### src/mme_pkg.sv
// Shared constants and types of the modular exponentiation unit.
package mme_pkg;

   localparam int MOD_WIDTH_DEF = 31;
   localparam int IN_WIDTH      = 32;
   localparam int OUT_WIDTH     = 31;
   localparam int CSR_WIDTH     = 31;
   localparam int CNT_WIDTH     = $clog2(IN_WIDTH + 1);

   typedef struct packed {
      logic clear;
      logic dbl;
      logic add;
   } acc_cmd_type;

endpackage

### src/modular_exponentiation_unit_core.sv
// A zero exponent is answered from idle with a result of 1 and never raises busy. Otherwise the
// base is first reduced one bit at a time (a double state then an add state per bit), then each
// exponent bit runs one bit-serial square and one bit-serial multiply side by side, one
// multiplier bit at a time, up to the top set exponent bit.
// One transaction at a time; with a nonzero exponent busy is high from acceptance until the result strobe.
// Synchronous reset returns to idle and sets the modulus to 1.
module modular_exponentiation_unit_core #(
   parameter int MOD_WIDTH = mme_pkg::MOD_WIDTH_DEF
) (
   input  logic                           clock,
   input  logic                           reset,
   input  logic                           start,
   output logic                           busy,
   input  logic [mme_pkg::IN_WIDTH-1:0]   req_base,
   input  logic [mme_pkg::IN_WIDTH-1:0]   req_exponent,
   output logic                           rsp_strobe,
   output logic [mme_pkg::OUT_WIDTH-1:0]  rsp_power_mod,
   input  logic                           csr_we,
   input  logic [mme_pkg::CSR_WIDTH-1:0]  csr_wdata
);

   localparam int W  = MOD_WIDTH;
   localparam int IW = mme_pkg::IN_WIDTH;
   localparam int CW = mme_pkg::CNT_WIDTH;

   typedef enum logic [2:0] {
      S_IDLE,
      S_RED_DBL,
      S_RED_ADD,
      S_SETUP,
      S_MUL_DBL,
      S_MUL_ADD,
      S_MUL_END
   } state_type;

   state_type                    state_ff;
   logic [W-1:0]                 modulus_ff;
   logic [IW-1:0]                base_ff;
   logic [IW-1:0]                exp_ff;
   logic [W-1:0]                 acc_ff;
   logic [W-1:0]                 sq_ff;
   logic [W-1:0]                 mbits_ff;
   logic [CW-1:0]                cnt_ff;
   logic                         rsp_strobe_ff;
   logic                         rsp_strobe_in;
   logic [mme_pkg::OUT_WIDTH-1:0] rsp_power_mod_ff;

   mme_pkg::acc_cmd_type cmd_a;
   mme_pkg::acc_cmd_type cmd_b;
   logic [W-1:0]         addend_a;
   logic [W-1:0]         res_a;
   logic [W-1:0]         res_b;
   logic                 accept;
   logic [W-1:0]         acc_next;
   logic [W-1:0]         wdata_low;

   assign accept    = start && (state_ff == S_IDLE);
   assign acc_next  = exp_ff[0] ? res_a : acc_ff;
   assign wdata_low = csr_wdata[W-1:0];
   assign rsp_strobe_in = (accept && (req_exponent == '0)) ||
                          ((state_ff == S_MUL_END) && (exp_ff[IW-1:1] == '0));

   always_comb begin
      cmd_a    = '0;
      cmd_b    = '0;
      addend_a = acc_ff;
      unique case (state_ff)
         S_IDLE: begin
            cmd_a.clear = accept;
         end
         S_RED_DBL: begin
            cmd_a.dbl = 1'b1;
         end
         S_RED_ADD: begin
            cmd_a.add = 1'b1;
            addend_a  = W'(base_ff[IW-1]);
         end
         S_SETUP, S_MUL_END: begin
            cmd_a.clear = 1'b1;
            cmd_b.clear = 1'b1;
         end
         S_MUL_DBL: begin
            cmd_a.dbl = 1'b1;
            cmd_b.dbl = 1'b1;
         end
         S_MUL_ADD: begin
            cmd_a.add = mbits_ff[W-1];
            cmd_b.add = mbits_ff[W-1];
         end
         default: begin
            cmd_a = '0;
         end
      endcase
   end

   mme_modacc #(.W(W)) u_acc_mul (
      .clock   (clock),
      .cmd     (cmd_a),
      .modulus (modulus_ff),
      .addend  (addend_a),
      .result  (res_a)
   );

   mme_modacc #(.W(W)) u_sq_mul (
      .clock   (clock),
      .cmd     (cmd_b),
      .modulus (modulus_ff),
      .addend  (sq_ff),
      .result  (res_b)
   );

   always_ff @(posedge clock) begin
      if (reset) begin
         state_ff      <= S_IDLE;
         modulus_ff    <= W'(1);
         rsp_strobe_ff <= 1'b0;
      end else begin
         rsp_strobe_ff <= rsp_strobe_in;
         if (csr_we) begin
            modulus_ff <= (wdata_low == '0) ? W'(1) : wdata_low;
         end
         unique case (state_ff)
            S_IDLE: begin
               if (accept) begin
                  if (req_exponent == '0) begin
                     rsp_power_mod_ff <= mme_pkg::OUT_WIDTH'(1);
                  end else begin
                     base_ff  <= req_base;
                     exp_ff   <= req_exponent;
                     acc_ff   <= (modulus_ff == W'(1)) ? '0 : W'(1);
                     cnt_ff   <= CW'(IW);
                     state_ff <= S_RED_DBL;
                  end
               end
            end
            S_RED_DBL: begin
               state_ff <= S_RED_ADD;
            end
            S_RED_ADD: begin
               base_ff <= {base_ff[IW-2:0], 1'b0};
               cnt_ff  <= cnt_ff - CW'(1);
               if (cnt_ff == CW'(1)) begin
                  state_ff <= S_SETUP;
               end else begin
                  state_ff <= S_RED_DBL;
               end
            end
            S_SETUP: begin
               sq_ff    <= res_a;
               mbits_ff <= res_a;
               cnt_ff   <= CW'(W);
               state_ff <= S_MUL_DBL;
            end
            S_MUL_DBL: begin
               state_ff <= S_MUL_ADD;
            end
            S_MUL_ADD: begin
               mbits_ff <= {mbits_ff[W-2:0], 1'b0};
               cnt_ff   <= cnt_ff - CW'(1);
               if (cnt_ff == CW'(1)) begin
                  state_ff <= S_MUL_END;
               end else begin
                  state_ff <= S_MUL_DBL;
               end
            end
            S_MUL_END: begin
               acc_ff   <= acc_next;
               sq_ff    <= res_b;
               mbits_ff <= res_b;
               exp_ff   <= {1'b0, exp_ff[IW-1:1]};
               cnt_ff   <= CW'(W);
               if (exp_ff[IW-1:1] == '0) begin
                  rsp_power_mod_ff <= mme_pkg::OUT_WIDTH'(acc_next);
                  state_ff         <= S_IDLE;
               end else begin
                  state_ff <= S_MUL_DBL;
               end
            end
            default: begin
               state_ff <= S_IDLE;
            end
         endcase
      end
   end

   assign busy          = (state_ff != S_IDLE);
   assign rsp_strobe    = rsp_strobe_ff;
   assign rsp_power_mod = rsp_power_mod_ff;

endmodule

### src/mme_modacc.sv
// Serial modular accumulator: clears, doubles or adds an operand, reducing each step.
module mme_modacc #(
   parameter int W = mme_pkg::MOD_WIDTH_DEF
) (
   input  logic                 clock,
   input  mme_pkg::acc_cmd_type cmd,
   input  logic [W-1:0]         modulus,
   input  logic [W-1:0]         addend,
   output logic [W-1:0]         result
);

   logic [W-1:0] r_ff;
   logic [W-1:0] r_in;
   logic [W:0]   sum;
   logic [W:0]   diff;

   always_comb begin
      if (cmd.dbl) begin
         sum = {r_ff, 1'b0};
      end else begin
         sum = {1'b0, r_ff} + {1'b0, addend};
      end
      diff = sum - {1'b0, modulus};
      r_in = r_ff;
      if (cmd.clear) begin
         r_in = '0;
      end else if (cmd.dbl || cmd.add) begin
         r_in = (sum >= {1'b0, modulus}) ? diff[W-1:0] : sum[W-1:0];
      end
   end

   always_ff @(posedge clock) begin
      r_ff <= r_in;
   end

   assign result = r_ff;

endmodule

### config.mk
export PLATFORM = sky130hd
export DESIGN_NAME = modular_exponentiation_unit_core
export DESIGN_NICKNAME = d
export VERILOG_FILES = /design/src/mme_pkg.sv /design/src/modular_exponentiation_unit_core.sv /design/src/mme_modacc.sv
export SDC_FILE = /design/constraint.sdc
export NUM_CORES = 1
export LEC_CHECK = 0
export ABC_AREA = 1
export ABC_CLOCK_PERIOD_IN_PS = 4240
export BUFFER_PORTS_ARGS = -buffer_cell sky130_fd_sc_hd__buf_2
export CORE_MARGIN = 2
export CORE_UTILIZATION = 55
export DETAILED_ROUTE_END_ITERATION = 16
export PLACE_DENSITY_LB_ADDON = 0.08
export SYNTH_ARGS = -nofsm -noshare
export SYNTH_HDL_FRONTEND = slang
export SYNTH_HIERARCHICAL = 1
export SYNTH_SLANG_ARGS = --single-unit
### constraint.sdc
create_clock -name clock -period 4.24 [get_ports clock]
set_input_delay 0.848 -clock clock [delete_from_list [all_inputs] [get_ports clock]]
set_output_delay 0.848 -clock clock [all_outputs]
set_load 0.05 [all_outputs]
# Yosys cells after proc, flatten, opt, wreduce, memory -nomap -nowiden
# Cells that the tools add are included.
[totals]
word_cells = 96
output_inout_bits = 33
ff_bits = 291
input_bits = 99
[op_classes]
add_sub_neg = 5
mux = 38
magnitude_cmp = 2
eq_ne = 12
bitwise = 1
reduce_logical = 26
[op_table]
columns = ["operator", "n"]
rows = [
  ["$mux W31", 10],
  ["$mux W32", 6],
  ["$pmux W31 S2", 3],
  ["$pmux W32 S2", 2],
  ["$pmux W31 S3", 1],
  ["$add A31 B31 Y32", 2],
  ["$ge A32 B31 Y1", 2],
  ["$logic_not A31 Y1", 2],
  ["$sub A31 B31 Y31", 2],
  ["$logic_not A32 Y1", 1],
  ["$eq A31 B1 Y1 const B", 1],
  ["$pmux W3 S7", 1],
  ["$pmux W6 S3", 1],
  ["$mux W6", 2],
  ["$reduce_and A4 Y1", 3],
  ["$eq A3 B3 Y1 const B", 3],
  ["$mux W3", 3],
  ["$reduce_bool A3 Y1", 3],
  ["$eq A3 B2 Y1 const B", 2],
  ["$eq A6 B1 Y1 const B", 1],
  ["$reduce_and A2 Y1", 3],
  ["$reduce_bool A2 Y1", 3],
  ["$reduce_or A2 Y1", 3],
  ["$sub A6 B1 Y6 const B", 1],
  ["other kinds (11)", 23],
]

# Logic depth before layout (Yosys ltp)
[depth]
depth_word = 6
depth_mapped = 39
depth_no_buf = 37

# By module
# The synthesis kept the hierarchy.
[by_module_without_submodules]
columns = ["mod", "instances", "seq_area_each_um2", "area_each_um2", "cells_each"]
rows = [
  ["mme_modacc", 2, 620.6, 6293.5, 1164],
  ["modular_exponentiation_unit_core", 1, 6526.3, 10188.5, 1082],
]

# Least setup slack after synthesis
# OpenSTA, ideal clock, no wires.
[synth_path]
path_kind = "register -> register"
startpoint = "register state_ff[2]"
endpoint = "register acc_ff[0] (enable)"
required_ns = 3.755
path_slack_ns = -0.155
arrival_ns = 3.911
path_stages_with_launch = 7
period_less_slack_ns = 4.395
setup_ns = 0.485
path_buffers = 1
path_cell_list = "dfxtp_1 buf_2 nor2_2 nand2_1 a21oi_1 inv_1 nor2_1"
[synth_via]
elab_chain_cells = 4
elab_cells_between_ends = 7
cone_classes = "eq/ne: 3; reduce/logical: 4"
[synth_rtl]
columns = ["element", "line_no", "text"]
rows = [
  ["start, declared", "modular_exponentiation_unit_core.sv:36", "state_type state_ff;"],
  ["start signal, assigned", "modular_exponentiation_unit_core.sv:114", "state_ff <= S_IDLE;"],
  ["start signal, assigned", "modular_exponentiation_unit_core.sv:132", "state_ff <= S_RED_DBL;"],
  ["start signal, assigned", "modular_exponentiation_unit_core.sv:137", "state_ff <= S_RED_ADD;"],
  ["$logic_not A3 Y1", "modular_exponentiation_unit_core.sv:57, modular_exponentiation_unit_core.sv:122", ""],
  ["$logic_and A1 B1 Y1", "modular_exponentiation_unit_core.sv:57", "assign accept = start && (state_ff == S_IDLE);"],
  ["$ne A2 B2 Y1 (no line)", "-", ""],
  ["$reduce_and A4 Y1 (no line) *", "-", ""],
  ["end signal, assigned", "modular_exponentiation_unit_core.sv:130", "acc_ff <= (modulus_ff == W'(1)) ? '0 : W'(1);"],
  ["end signal, assigned", "modular_exponentiation_unit_core.sv:167", "acc_ff <= acc_next;"],
  ["end, declared", "modular_exponentiation_unit_core.sv:40", "logic [W-1:0] acc_ff;"],
]
# Every way passes the cells marked *; elsewhere a longest branch is shown, timed or not.
# A chain may end at the register's enable or synchronous reset.

# Worst setup path after layout
[layout_path]
startpoint = "register state_ff[2]"
endpoint = "register u_acc_mul.r_ff[23], in the netlist u_acc_mul/result[23]"
[layout_via]
elab_chain_cells = 6
elab_cells_between_ends = 20
cone_classes = "add/sub: 2; order compare: 1; eq/ne: 6; mux: 6; reduce/logical: 5"
[layout_rtl]
columns = ["element", "line_no", "text"]
rows = [
  ["$eq A3 B2 Y1 *", "modular_exponentiation_unit_core.sv:67", "unique case (state_ff)"],
  ["$mux W31 *", "modular_exponentiation_unit_core.sv:67", ""],
  ["via addend_a[6]", "modular_exponentiation_unit_core.sv:50", "logic [W-1:0] addend_a;"],
  ["$add A31 B31 Y32 *", "mme_modacc.sv:21", "sum = {1'b0, r_ff} + {1'b0, addend};"],
  ["$mux W32 *", "mme_modacc.sv:18", "if (cmd.dbl) begin"],
  ["$sub A31 B31 Y31 or $ge A32 B31 Y1 (tied branches)", "mme_modacc.sv:23, mme_modacc.sv:28", ""],
  ["$mux W31 *", "mme_modacc.sv:28", "r_in = (sum >= {1'b0, modulus}) ? diff[W-1:0] : sum[W-1:0];"],
  ["end signal, assigned", "mme_modacc.sv:33", "r_ff <= r_in;"],
  ["end, declared", "mme_modacc.sv:12", "logic [W-1:0] r_ff;"],
]
# Mark *: on every way through the listed nets, which the timed path passes. The rest lies on a longest branch.

==> summary.md <==
| Metric | Value |
|---|---|
| Status | complete, no violations |
| Layout area overhead | 24.2% |
| Number of cell rows | 74 |
| Slowest library cell on the worst path | dfxtp_2 |
| Worst setup EP type | flop |
| CTS H-Tree Depth | 2 |
| Prevailing post-synth register cell | edfxtp_1 |
| Cell count after synthesis | 3410 |
| Clk_skew | 0.0242 ns |
| Sequential-to-total area share from yosys stat | 34.1% |
| Fmax | 242 MHz |
| Hold EP | base_ff[22] |
| DR vias | 23.6k |
| Period utilisation layout | 97.6% |
| Critical path peak fanout | 7 |
| # setup viols final | 0 |
| Most Frequent Cell on Critical Path | nand2_2 |
| WP buf/inv | 6 |
| Antenna cells | 0 |
| Post-route ant nets | 0 |
| Slew Viols, Final | 0 |
| Nets | 3955 |
| Hold WC Path Type | reg -> reg |
| RSZ-0062 raised after global routing | true |
| Syn Area/Cell | 6.68 sq um |
| CTS tree | yes |
| Ys Warns | 6 |
| Die height | 207 microns |
| RD Place Congestion | 1.04 |
| Lkg Pwr | 13.9 nW |
| Share of cells above drive strength 1 | 21.7% |
| Total grt overflow | 0 |
| PwrDens | 875 nW/um^2 |
| Worst r2r dst | u_acc_mul/result[23] |
| R2r startpoint | state_ff[2] |
| First-pass GRT wire length | 117 mm |
| Reg2reg setup slack | 0.10 ns |
| DRC Markers | 0 |
| Reg clk slew, reported paths | 0.06 ns |
| Num Clock Sinks | 291 |
| Most area-consuming cells after synthesis | edfxtp_1, nand2_1, inv_1, dfxtp_1, ha_1 |
| Routed wire per std cell | 18.6 microns |
| # IOs | 132 |
| Min Tclk post-route | 4.14 ns |
| Inst Count DP | 4186 |
| Largest net degree at the start of global routing | 65 |
| Hpwl dp | 61.2 mm |
| Worst EP arrival | 4.57 ns |
| Syn_nets | 3639 |
| Initial antenna violation count | 0 |
| CP peak stage delay | 0.34 ns |
| Yosys reg bits | 291 |
| Core area | 40800 sq um |
| 1st-pass router iterations | 6 |
| Reg2reg path depth | 31 |
| Synth Cell Area | 22800 sq um |
| EDFF count, synth | 194 |
| Worst setup path class | reg -> reg |
| Clock root cell | clkbuf_16 |
| Synth async-reset ratio | 0% |
| Largest area contributor in the netlist | edfxtp_1 |
| Final Hold Vio Count | 0 |
| Critical Path RT | 4.67 ns |
| Via/cell ratio | 5.50 |
| WHS Path Cells | 2 |
| CTS buffer count | 34 |
| Max Root-Sink Buffers | 3 |
| Worst rel slew slack | 16.9% |
| Initial Util | 55.8% |
| Worst-Margin Slew | 1.24 ns |
| First DRT Iteration DRCs | 2214 |
| Total GRT Usage | 34.7% |
| Max_cap viols | 0 |
| PortBufs | 131 |
| Worst-Skew Late Latency | 0.57 ns |
| Max IR drop VDD | 0.452 mV |
| Hold Slack | 0.516 ns |
| Top cell type's share of synthesized area | 25.6% |
| Crit path launch type | flop |
| Netlist cell types | 47 |
| Post-route insts no fill | 4284 |
| Die Span X | 207 microns |
| Die Area | 43100 sq um |
| Top Family by Delay on Critical Path | simple AND/OR/NAND/NOR gates |
| Vias in the first global route | 22.1k |
| WL final | 79.6 mm |
| Hold path start | base_ff[21] |
-- Yosys cell counts, types with 22 or more instances --
library cell,count
nand2_1,1091
inv_1,610
nor2_1,311
edfxtp_1,194
nand3_1,187
o21ai_0,184
a21oi_1,160
ha_1,126
dfxtp_1,97
xor2_1,46
clkbuf_1,44
o211ai_1,34
nand2_2,33
buf_2,23
a31oi_1,22
o21bai_1,22
xnor2_1,22
-- where the power goes --
group	internal [mW]	switching, mW	total (mW)
registers	3.56	0.546	4.10
logic	6.87	10.7	17.5
clock network	1.85	1.25	3.10
total	12.3	12.5	24.8
-- area by class of cell --
type                    instances  area, sq um
flip-flops and latches        291         7770
clock inverters                19          236
repair buffers                365         2580
inverters                     620         2340
fillers                      3584        12600
multi-input cells            2414        13800
well taps                     532          666
clock buffers                  43          916
-- placed cells by master (no fill, tap or decap), types with 15 or more instances in the layout --
cell	instances
nand2_1	1005
inv_1	587
nor2_1	250
buf_4	219
edfxtp_1	194
o21ai_0	170
nand3_1	165
a21oi_1	136
buf_2	131
nand2_2	102
dfxtp_1	93
ha_1	71
xor2_1	44
ha_4	44
clkbuf_16	40
a21oi_2	39
nand3_2	38
nor2_2	36
o211ai_1	34
nor2_4	30
inv_2	26
o21ai_1	24
a31oi_1	22
xnor2_1	21
nand2_4	21
o21bai_1	21
nand4_1	18
or2_2	15
-- flip-flops by register name, indices dropped and copies added, names as in the netlist --
name / count
cnt_ff: 6
modulus_ff: 31
sq_ff: 31
u_acc_mul/result: 31
u_sq_mul/result: 31
exp_ff: 32
base_ff: 32
acc_ff: 31
rsp_strobe: 1
state_ff: 3
mbits_ff: 31
rsp_power_mod: 31
-- logic make-up (layout without fill, tap and decap cells) --
kind of cell             after synthesis  after routing  share of synthesized area (%)
flip-flops                           291            291                           34.1
AND/OR/NAND/NOR                     1718           1721                           31.3
multiplexers                          10             10                          0.440
XOR/XNOR                              68             68                           2.61
adder cells (fa/ha/maj)              130            130                           7.27
buffers and inverters                708           1047                           12.2
AO/OA/AOI/OAI                        485            485                           12.0
-- stage by stage --
stage	instance area (sq um)	setup slack [ns]	util [%]	setup TNS [ns]	power, mW
finish	28300	0.101	69.2	0	24.8
global placement	25200	-0.177	61.8	-3.59	19.0
CTS	26400	0.00258	64.8	0	22.4
floorplan	22800	0.278	-	0	13.7
detailed placement	25200	-0.268	61.8	-5.80	19.2
global route	28300	-0.0873	69.2	-1.24	26.3
-- worst min-delay path, cell delays in order (launching register included) --
cell and delay, ns:
edfxtp_1 0.32, nand2_1 0.05, nand2_1 0.05
-- routing by layer --
layer	vias to the layer above	wire [microns]	GRT usage, %
li1	11400	-	-
met3	279	4800	4.80
met1	10900	31400	42.0
met2	925	37800	58.7
met5	-	0	0
met4	0	5620	20.8
-- timing repair --
action,CTS,global route
hold buffers,0,0
gates cloned,0,8
pin swaps,2,115
gates resized for setup,18,362
endpoints found under the setup margin,42,62
setup buffers,2,27
endpoints found under the hold margin,0,0
-- worst max-delay path by stage --
stage                                       to  depth (start not counted)  slack (ns)         from
after global placement     u_acc_mul/result[1]                         30       -0.18  state_ff[1]
after floorplan           u_acc_mul/result[11]                         31        0.28  state_ff[2]
after detailed placement   u_acc_mul/result[1]                         30       -0.27  state_ff[1]
final                     u_acc_mul/result[23]                         31        0.10  state_ff[2]
after CTS                  u_acc_mul/result[0]                         30       0.003  state_ff[0]
after global routing      u_acc_mul/result[15]                         27       -0.09  state_ff[2]
(Power assumes the default switching activity.)
